### config.mk
export PLATFORM = sky130hd
export DESIGN_NAME = leb_cell
export DESIGN_NICKNAME = d
export VERILOG_FILES = /design/src/sv/leb_pkg.sv /design/src/sv/leb_cell.sv
export SDC_FILE = /design/constraint.sdc
export NUM_CORES = 1
export LEC_CHECK = 0
export BUFFER_PORTS_ARGS = -buffer_cell sky130_fd_sc_hd__buf_2
export CAP_MARGIN = 20
export CORE_MARGIN = 4
export CORE_UTILIZATION = 41
export CTS_CLUSTER_SIZE = 25
export DETAILED_ROUTE_END_ITERATION = 8
export PLACE_DENSITY_LB_ADDON = 0.05
export SLEW_MARGIN = 25
export SYNTH_ARGS = -nofsm -noshare
export SYNTH_HDL_FRONTEND = slang
export SYNTH_SLANG_ARGS = --single-unit
### constraint.sdc
create_clock -name clock -period 3.1 [get_ports clock]
set_clock_uncertainty 0.15 [all_clocks]
set_input_delay 0.62 -clock clock [delete_from_list [all_inputs] [get_ports clock]]
set_output_delay 0.62 -clock clock [all_outputs]
set_load 0.005 [all_outputs]
### src/sv/leb_pkg.sv
// ---------------------------------------------------------------------------
// leb_pkg: shared types and constants of the line edit buffer
// Buffer geometry, field widths, command codes and the control word that
// is broadcast to every character cell.
// ---------------------------------------------------------------------------
`default_nettype none

package leb_pkg;

   // buffer geometry
   localparam int DEPTH  = 256;
   localparam int IDX_W  = $clog2(DEPTH);
   localparam int LEN_W  = IDX_W + 1;

   // field widths
   localparam int FUNC_W = 4;
   localparam int CP_W   = 21;

   // read tree: groups of cells selected in the first stage
   localparam int GRP_W  = IDX_W / 2;
   localparam int GRP_SZ = 1 << GRP_W;
   localparam int GRP_N  = DEPTH / GRP_SZ;
   localparam int SEL_W  = IDX_W - GRP_W;

   // smallest code point that counts as printable
   localparam logic [CP_W-1:0] PRINTABLE_MIN = CP_W'(32);

   // full capacity as a length value
   localparam logic [LEN_W-1:0] DEPTH_LEN = LEN_W'(DEPTH);

   // command codes
   typedef enum logic [FUNC_W-1:0] {
      FN_INSERT    = 4'd0,
      FN_LEFT      = 4'd1,
      FN_RIGHT     = 4'd2,
      FN_HOME      = 4'd3,
      FN_END       = 4'd4,
      FN_BACKSPACE = 4'd5,
      FN_DELETE    = 4'd6,
      FN_CLEAR     = 4'd7,
      FN_READ      = 4'd8
   } func_type;

   // what every cell does in a given cycle
   typedef enum logic [1:0] {
      OP_HOLD   = 2'd0,
      OP_INSERT = 2'd1,
      OP_ERASE  = 2'd2
   } cell_op_type;

   // control word broadcast along the chain
   typedef struct packed {
      cell_op_type       op;
      logic [IDX_W-1:0]  pos;
      logic [CP_W-1:0]   cp;
   } cell_ctl_type;

endpackage

`default_nettype wire

### src/sv/leb_cell.sv
// ---------------------------------------------------------------------------
// leb_cell: one character cell of the edit chain
// Holds one code point; on insert a cell past the caret takes its left neighbor
// and the cell at the caret the new character; on erase a cell at or past the erase point takes its right neighbor.
// ---------------------------------------------------------------------------
`default_nettype none

module leb_cell
   import leb_pkg::*;
(
   input  wire logic              clock,
   input  wire logic [IDX_W-1:0]  cell_idx,
   input  wire cell_ctl_type      ctl,
   input  wire logic [CP_W-1:0]   left_data,
   input  wire logic [CP_W-1:0]   right_data,
   output logic      [CP_W-1:0]   data
);

   logic [CP_W-1:0] data_ff;
   logic [CP_W-1:0] data_in;

   // next value from the broadcast op and this cell's place
   always_comb begin
      data_in = data_ff;
      case (ctl.op)
         OP_INSERT: begin
            if (cell_idx > ctl.pos) begin
               data_in = left_data;
            end else if (cell_idx == ctl.pos) begin
               data_in = ctl.cp;
            end
         end
         OP_ERASE: begin
            if (cell_idx >= ctl.pos) begin
               data_in = right_data;
            end
         end
         default: data_in = data_ff;
      endcase
   end

   // payload register, no reset
   always_ff @(posedge clock) begin
      data_ff <= data_in;
   end

   assign data = data_ff;

endmodule

`default_nettype wire

==> impl_results.md, run 1 <==
- Clk pwr share: 0.203
- CTS Buf Count: 3
- Pre-antenna DRT Iters: 4
- CP max FO: 20
- Crit share post-route: 0.819
- TNS Setup: 0 ns
- CTS clk-pin slew, worst paths: 0.08 ns
- Die height: 76.6 um
- Synthesized area per cell: 9.35 um^2
- Status: finished, final reports clean
- Antenna cells: 0
- Dpl ws: 0.294 ns
- Sw power: 0.299 mW
- DR WL/cell: 17.6 um
- Worst EP required: 3.05 ns
- Initial antenna violation count: 0
- Filler cell count: 457
- Total global-route track usage: 0.210
- Die X: 76.6 um
- Vias in the first global route: 2,177
- Top cells by area, synth: edfxtp_1 33%, a31oi_1 13%, a221oi_1 9.1%
- RSZ-0062 raised after global routing: no
- Critical path launch point type: primary input
- CTS tree: built
- Pin slew with the least headroom to its limit: 0.891 ns
- P&R area growth vs syn: 30.1%
- Clock Sinks: 21
- # IOs: 103
- Fin nets: 391
- CP arrival: 2.49 ns
- Drt via density: 6.19
- Logic gate share of total power: 0.393
- Hold Slack: 0.555 ns
- Setup violations, final: 0
- Die footprint: 0.00586 mm^2
- MaxCap Viol Count: 0
- Via Count: 2,178
- Placer Congestion: 0.753
- Yosys cell types: 32
- Largest net degree at the start of global routing: 42
- Fraction of layout cells with a size suffix above 1: 0.423
- P_int: 0.615 mW
- Synthesized flop and latch total: 21
- F_max: 0.394 GHz
- Hold Vio Cnt, Final: 0
- PD cells: 364 mW/mm^2
- Hold Crit Start: right_data[14]
- CP Class: primary input to flip-flop
- Final wirelength: 6.19 mm
- Crit-path max cell delay: 0.68 ns
- Gr ovfl total: 0
- Setup ws final: 0.560 ns
- VDD IR-drop max: 0.200 mV
- Initial core utilization: 0.434
- Clock Path Buffers: 2
- Root Driver: clkbuf_8
- Number of synthesized flops with an enable pin: 21
- Final Slew Violations: 0
- Postcts setup bufs: 0
- Core area: 0.00444 mm^2
- Sw Share: 0.327
- Sequential fraction of the synthesis area: 0.327
- Synth Flop Type: edfxtp_1
- GR met3 Demand/Resource: 0.0390
- Crit path time final: 2.54 ns
- DRC Markers: 0
- Post-Synthesis Cells: 206
- Worst path cell trace: buf_2 > ha_1 > a41oi_2 > a21boi_4 > nor2_2 > a32oi_1 > a31oi_1
- GRT busiest layer: met2
- Synth cell count leaders: 40 x a31oi_1, 21 x edfxtp_1, 21 x nor2_1
- Largest area contributor in the netlist: edfxtp_1
- Total power: 0.914 mW
- Final antenna-violating net count: 0
- Dpl hpwl: 4.32 mm
- Critical Path Slowest Stage Cell: nor2_2
- Htree depth: 1
- Asr flop ratio synth: 0
- Post-cts hold buffer count: 0
- Post-layout util: 0.564
- Relative slew margins: 0.405
- Max reg flops: 21
- Critical path capture point type: flip-flop
- Routing usage on met1: 0.276
- Yosys top cell area share: 0.327
- Met2 Track Usage GR: 0.357
- Most frequent cell after synthesis: a31oi_1
- Sequential Power Share: 0.404
- First DRT Iteration DRCs: 141
- Std cell rows: 24
- Yosys warning count: 0
- Syn nets: 296
- Post-Syn Area: 0.00193 mm^2
- Hold WC Path Type: primary input to flip-flop
- Buffers added on ports: 102
- CP Launch Point: cell_idx[7]
- Leakage power: 1.11 nW
- Cts repair resizes: 0
- First-pass GRT wire length: 10.3 mm
==> critical path, delay by kind of cell <==
| family | cells | cell delay [ns] |
|---|---|---|
| AO/OA/AOI/OAI | 4 | 0.66 |
| adder cells (fa/ha/maj) | 1 | 0.42 |
| AND/OR/NAND/NOR | 1 | 0.68 |
| buffers and inverters | 1 | 0.10 |
==> path summary, 6_finish.rpt <==
check,endpoint,slack [ns],cells past startpoint
worst max-delay path,data[1],0.56,7
worst min-delay path,data[14],0.55,3
==> power by group through the flow <==
stage | sequential, mW | clock, mW | combinational, mW
after floorplan | 0.381 | 0 | 0.217
after global placement | 0.377 | 0 | 0.354
after detailed placement | 0.375 | 0 | 0.357
after CTS | 0.369 | 0.188 | 0.358
after global routing | 0.372 | 0.198 | 0.401
final | 0.369 | 0.186 | 0.359
==> routing by layer <==
layer	part of all wire	routed length [um]
met1	0.43	2640
met3	0.081	502
met5	0	0
met2	0.49	3020
met4	0.0048	30
==> placed cells by master, fill, tap and decap left out, types with 3 or more instances in the layout <==
cell,n
a31oi_1,40
and3_1,19
a221oi_1,20
clkbuf_8,3
buf_2,102
a32oi_1,20
nor2_1,21
a21oi_1,4
ha_1,8
inv_1,8
buf_4,9
edfxtp_1,21
==> logic make-up (layout without fill, tap and decap cells) <==
group	Yosys count	after routing	share of synthesized area
AOI/OAI and AO/OA	91	91	0.370
adders and majority gates	8	8	0.0520
buffers and inverters	30	124	0.0864
DFF	21	21	0.327
and+or+nand+nor	56	56	0.164
==> through the flow <==
step                cells  instance area, um^2
global placement      348                 2460
detailed placement    348                 2460
finish                352                 2510
global route          352                 2510
CTS                   352                 2510
floorplan             206                 1930
==> area by class of cell <==
cell class	instances	area, um^2	area share
tap	52	65.1	0.0259
timing repair buffer	112	598	0.239
clock buffer	4	45.0	0.0180
inverter	8	30.0	0.0120
sequential	21	631	0.251
multi-input combinational	155	1140	0.454
(Power assumes the default switching activity.)
==> run 2: changes to the inputs <==
==> constraint.sdc (replaced) <==
create_clock -name clock -period 2.2 [get_ports clock]
set_clock_uncertainty 0.15 [all_clocks]
set_input_delay 0.44 -clock clock [delete_from_list [all_inputs] [get_ports clock]]
set_output_delay 0.44 -clock clock [all_outputs]
set_load 0.005 [all_outputs]
==> impl_results.md, run 2 (synthesis gave the netlist of run 1 again) <==
- Non-filler cells, final: 364
- PD cells: 500 mW/mm^2
- Root Driver: clkbuf_8
- CP arrival: 2.06 ns
- Dpl cells: 360
- Buffers added on ports: 102
- CP max FO: 8
- Die height: 76.6 um
- Status: finished, final reports clean
- Worst EP required: 2.14 ns
- MaxCap Viol Count: 0
- Drt via density: 6.23
- WHS Endpoint: data[2]
- # IOs: 103
- Commonest non-fill, non-tap cell in the layout: buf_2
- Clock Sinks: 21
- P&R area growth vs syn: 39.7%
- Initial core utilization: 0.434
- Hold WC Path Type: primary input to flip-flop
- Pre-antenna DRT Iters: 4
- Hold Vio Cnt, Final: 0
- Gr ovfl total: 0
- Fin nets: 403
- First DRT Iteration DRCs: 199
- Largest net degree at the start of global routing: 42
- Placer Congestion: 0.860
- Hold Slack: 0.376 ns
- Worst hold stages: 3
- Critical path capture point type: flip-flop
- Relative slew margins: 0.374
- Die X: 76.6 um
- Crit path time final: 2.11 ns
- CTS clk-pin slew, worst paths: 0.08 ns
- Final instance area: 0.00269 mm^2
- Max reg flops: 21
- First-pass GRT wire length: 9.96 mm
- CTS Buf Count: 3
- Setup ws final: 0.0885 ns
- VDD IR-drop max: 0.305 mV
- Filler cell count: 423
- Leakage power: 1.19 nW
- Htree depth: 1
- Total global-route track usage: 0.202
- Vias in the first global route: 2,135
- Die footprint: 0.00586 mm^2
- DRC Markers: 0
- Final Slew Violations: 0
- Hold Crit Start: right_data[2]
- Pin slew with the least headroom to its limit: 0.935 ns
- Post-layout util: 0.606
- Final wirelength: 6.20 mm
- Fraction of layout cells with a size suffix above 1: 0.465
- Dpl hpwl: 4.63 mm
- CP Class: primary input to flip-flop
- TNS Setup: 0 ns
- Crit share post-route: 0.960
- CTS tree: built
- Commonest cells after routing, fill and taps aside: 102 x buf_2, 40 x a31oi_1, 21 x nor2_1, 21 x edfxtp_1
- Clock Path Buffers: 2
- Setup violations, final: 0
- Final antenna-violating net count: 0
- RSZ-0062 raised after global routing: no
- DP Area: 0.00264 mm^2
- Std cell rows: 24
- Core area: 0.00444 mm^2
- DR WL/cell: 17.0 um
- Total power: 1.35 mW
- Dpl ws: -0.276 ns
- F_max: 0.474 GHz
- Initial antenna violation count: 0
- Postcts setup bufs: 0
- Via Count: 2,268
- Antenna cells: 0
- Post-cts hold buffer count: 0
- Critical path launch point type: primary input
-- run 2: power breakdown --
part,internal [mW],total (mW),switching [mW],leakage [nW]
Clock,0.129,0.263,0.134,0.0228
Combinational,0.270,0.563,0.293,0.960
Sequential,0.509,0.520,0.0114,0.203
Total,0.907,1.35,0.439,1.19
-- run 2: worst max path at each step --
stage                     start        to  slack, ns  cells past startpoint
finish                  ctl[22]  data[18]       0.09                      9
global route            ctl[24]  data[16]       0.03                      8
CTS                 cell_idx[6]  data[20]       0.07                      8
detailed placement      ctl[28]  data[18]      -0.28                      8
global placement        ctl[28]  data[18]      -0.30                      8
floorplan               ctl[22]   data[0]      -0.10                      8
-- run 2: layout make-up --
class | count | area, um^2 | area share
multi-input combinational | 155 | 1190 | 0.443
inverter | 8 | 42.5 | 0.0158
timing repair buffer | 124 | 717 | 0.266
sequential | 21 | 631 | 0.234
tap | 52 | 65.1 | 0.0242
clock buffer | 4 | 45.0 | 0.0167
-- run 2: routing by layer --
layer | global-route usage | vias to the layer above | wire [um]
met5 | 0 | - | 0
met4 | 0.0290 | 0 | 38
met3 | 0.0544 | 4 | 567
li1 | - | 1079 | -
met1 | 0.260 | 1061 | 2590
met2 | 0.346 | 124 | 3010
-- run 2: worst max-delay path: stages --
cell and delay, ns:
buf_2 0.16, inv_12 0.03, ha_4 0.26, nor2b_4 0.14
o211ai_2 0.12, a211oi_2 0.33, buf_4 0.23, a221oi_1 0.09
a31oi_1 0.25
-- run 2: repair_timing --
item / in CTS / in global routing
gates resized for setup: 1 / 1
endpoints found under the hold margin: 0 / 0
setup endpoints to repair: 2 / 15
==> run 3: changes to the inputs <==
--- a/config.mk
+++ b/config.mk
@@ -7,6 +7,7 @@
 export LEC_CHECK = 0
 export BUFFER_PORTS_ARGS = -buffer_cell sky130_fd_sc_hd__buf_2
 export CAP_MARGIN = 20
+export CORE_ASPECT_RATIO = 1.25
 export CORE_MARGIN = 4
 export CORE_UTILIZATION = 41
 export CTS_CLUSTER_SIZE = 25
==> impl_results.md, run 3 (synthesis gave the netlist of run 1 again) <==
- First-pass GRT wire length: 10.4 mm
- Seq. cell area: 631 um^2
- Root Driver: clkbuf_8
- Antenna cells: 0
- CTS tree: built
- P_int: 0.911 mW
- Non-filler cells, final: 376
- Crit path time final: 2.11 ns
- PD cells: 498 mW/mm^2
- Max reg flops: 21
- CTS clk-pin slew, worst paths: 0.09 ns
- Post-layout util: 0.615
- Sw Share: 0.333
- Leakage power: 1.22 nW
- Total global-route track usage: 0.212
- Filler cell count: 433
- Clock Sinks: 21
- Worst EP required: 2.15 ns
- Drt via density: 6.17
- Final antenna-violating net count: 0
- CP Buf/Inv Count: 3
- Core area: 0.00446 mm^2
- Critical Path Slowest Stage Cell: ha_1
- Worst hold stages: 3
- Hold Vio Cnt, Final: 0
- Hold Crit Start: right_data[14]
- Die X: 69.3 um
- Post-cts hold buffer count: 0
- Worst path cell trace: buf_2 > ha_1 > and4_1 > buf_4 > a211oi_4 > buf_12 > a221oi_1 > a31oi_1
- Pin slew with the least headroom to its limit: 0.926 ns
- Fraction of layout cells with a size suffix above 1: 0.478
- Sw power: 0.455 mW
- First DRT Iteration DRCs: 186
- Crit-path max cell delay: 0.33 ns
- Largest net degree at the start of global routing: 42
- DRC Markers: 0
- DR WL/cell: 17.3 um
- Critical path launch point type: primary input
- Vias in the first global route: 2,184
- Relative slew margins: 0.380
- Clock Path Buffers: 2
- Dpl cells: 372
- Commonest non-fill, non-tap cell in the layout: buf_2
- Multi-input logic area: 0.00120 mm^2
- Placer Congestion: 0.770
- CP arrival: 2.07 ns
- Via Count: 2,319
- Setup ws final: 0.0881 ns
- Commonest cells after routing, fill and taps aside: 102 x buf_2, 40 x a31oi_1, 25 x buf_4
- Final wirelength: 6.49 mm
- Hold WC Path Type: primary input to flip-flop
- Logic gate share of total power: 0.419
- Dpl hpwl: 4.70 mm
- MaxCap Viol Count: 0
- # IOs: 103
- Total power: 1.37 mW
- CP top delay family: compound AO/OA/AOI/OAI gates
- Initial antenna violation count: 0
- Initial core utilization: 0.432
- WHS Endpoint: data[14]
- P&R area growth vs syn: 42.4%
- Htree depth: 1
- Dpl ws: -0.322 ns
- Fin nets: 409
- Buffers added on ports: 102
- Critical path capture point type: flip-flop
- Std cell rows: 27
- Sequential Power Share: 0.381
- Gr ovfl total: 0
- Clk pwr share: 0.200
- F_max: 0.474 GHz
- Die height: 84.6 um
- CP max FO: 15
- CTS Buf Count: 3
- CP Class: primary input to flip-flop
- Final Slew Violations: 0
- TNS Setup: 0 ns
- VDD IR-drop max: 0.279 mV
- Pre-antenna DRT Iters: 5
- RSZ-0062 raised after global routing: no
- Crit share post-route: 0.960
- Setup violations, final: 0
- Status: finished, final reports clean
- Die footprint: 0.00587 mm^2
-- run 3: changes by cell type in the layout (fill, tap and decap cells not counted), sizes merged --
cell	change
buf	+6
clkbuf	-1
clkinv	+1
-- run 3: layout make-up --
cell class                 instances  share of cell area
clock buffer                       3              0.0150
clock inverter                     1             0.00182
inverter                           8              0.0155
multi-input combinational        155               0.437
sequential                        21               0.230
tap                               58              0.0264
timing repair buffer             130               0.275
-- run 3: routing by layer --
metal	part of all wire	wire [um]	global-route usage
met3	0.080	519	0.0323
met1	0.40	2600	0.266
met5	0	0	0
met4	0.011	72	0.0480
met2	0.51	3300	0.381
-- run 3: power groups by stage --
| stage | registers [mW] | logic [mW] | clock network [mW] |
|---|---|---|---|
| 6_report | 0.521 | 0.573 | 0.273 |
| 3_3_place_gp | 0.530 | 0.553 | 0 |
| 5_1_grt | 0.525 | 0.631 | 0.291 |
| 4_1_cts | 0.521 | 0.565 | 0.274 |
| 2_1_floorplan | 0.537 | 0.325 | 0 |
| 3_5_place_dp | 0.529 | 0.561 | 0 |
-- run 3: metrics by stage --
step,area (um^2),hold slack [ns]
after floorplan,2000,0.544
after global placement,2680,0.640
after detailed placement,2680,0.640
after CTS,2730,0.364
after global routing,2740,0.364
final,2740,0.364
-- run 3: timing repair --
action / in CTS / in global routing
endpoints found under the setup margin: 4 / 20
endpoints found under the hold margin: 0 / 0
gates resized for setup: 1 / 3
buffers inserted: 0 / 0
-- run 3: worst max path at each step --
stage                           start  endpoint  slack [ns]  depth (start not counted)
after floorplan               ctl[22]   data[0]       -0.10                          8
after global routing      cell_idx[3]  data[12]        0.03                          8
after CTS                 cell_idx[3]  data[10]        0.03                          8
after detailed placement      ctl[27]  data[10]       -0.32                          8
final                     cell_idx[3]  data[10]        0.09                          8
after global placement        ctl[28]   data[6]       -0.28                          8
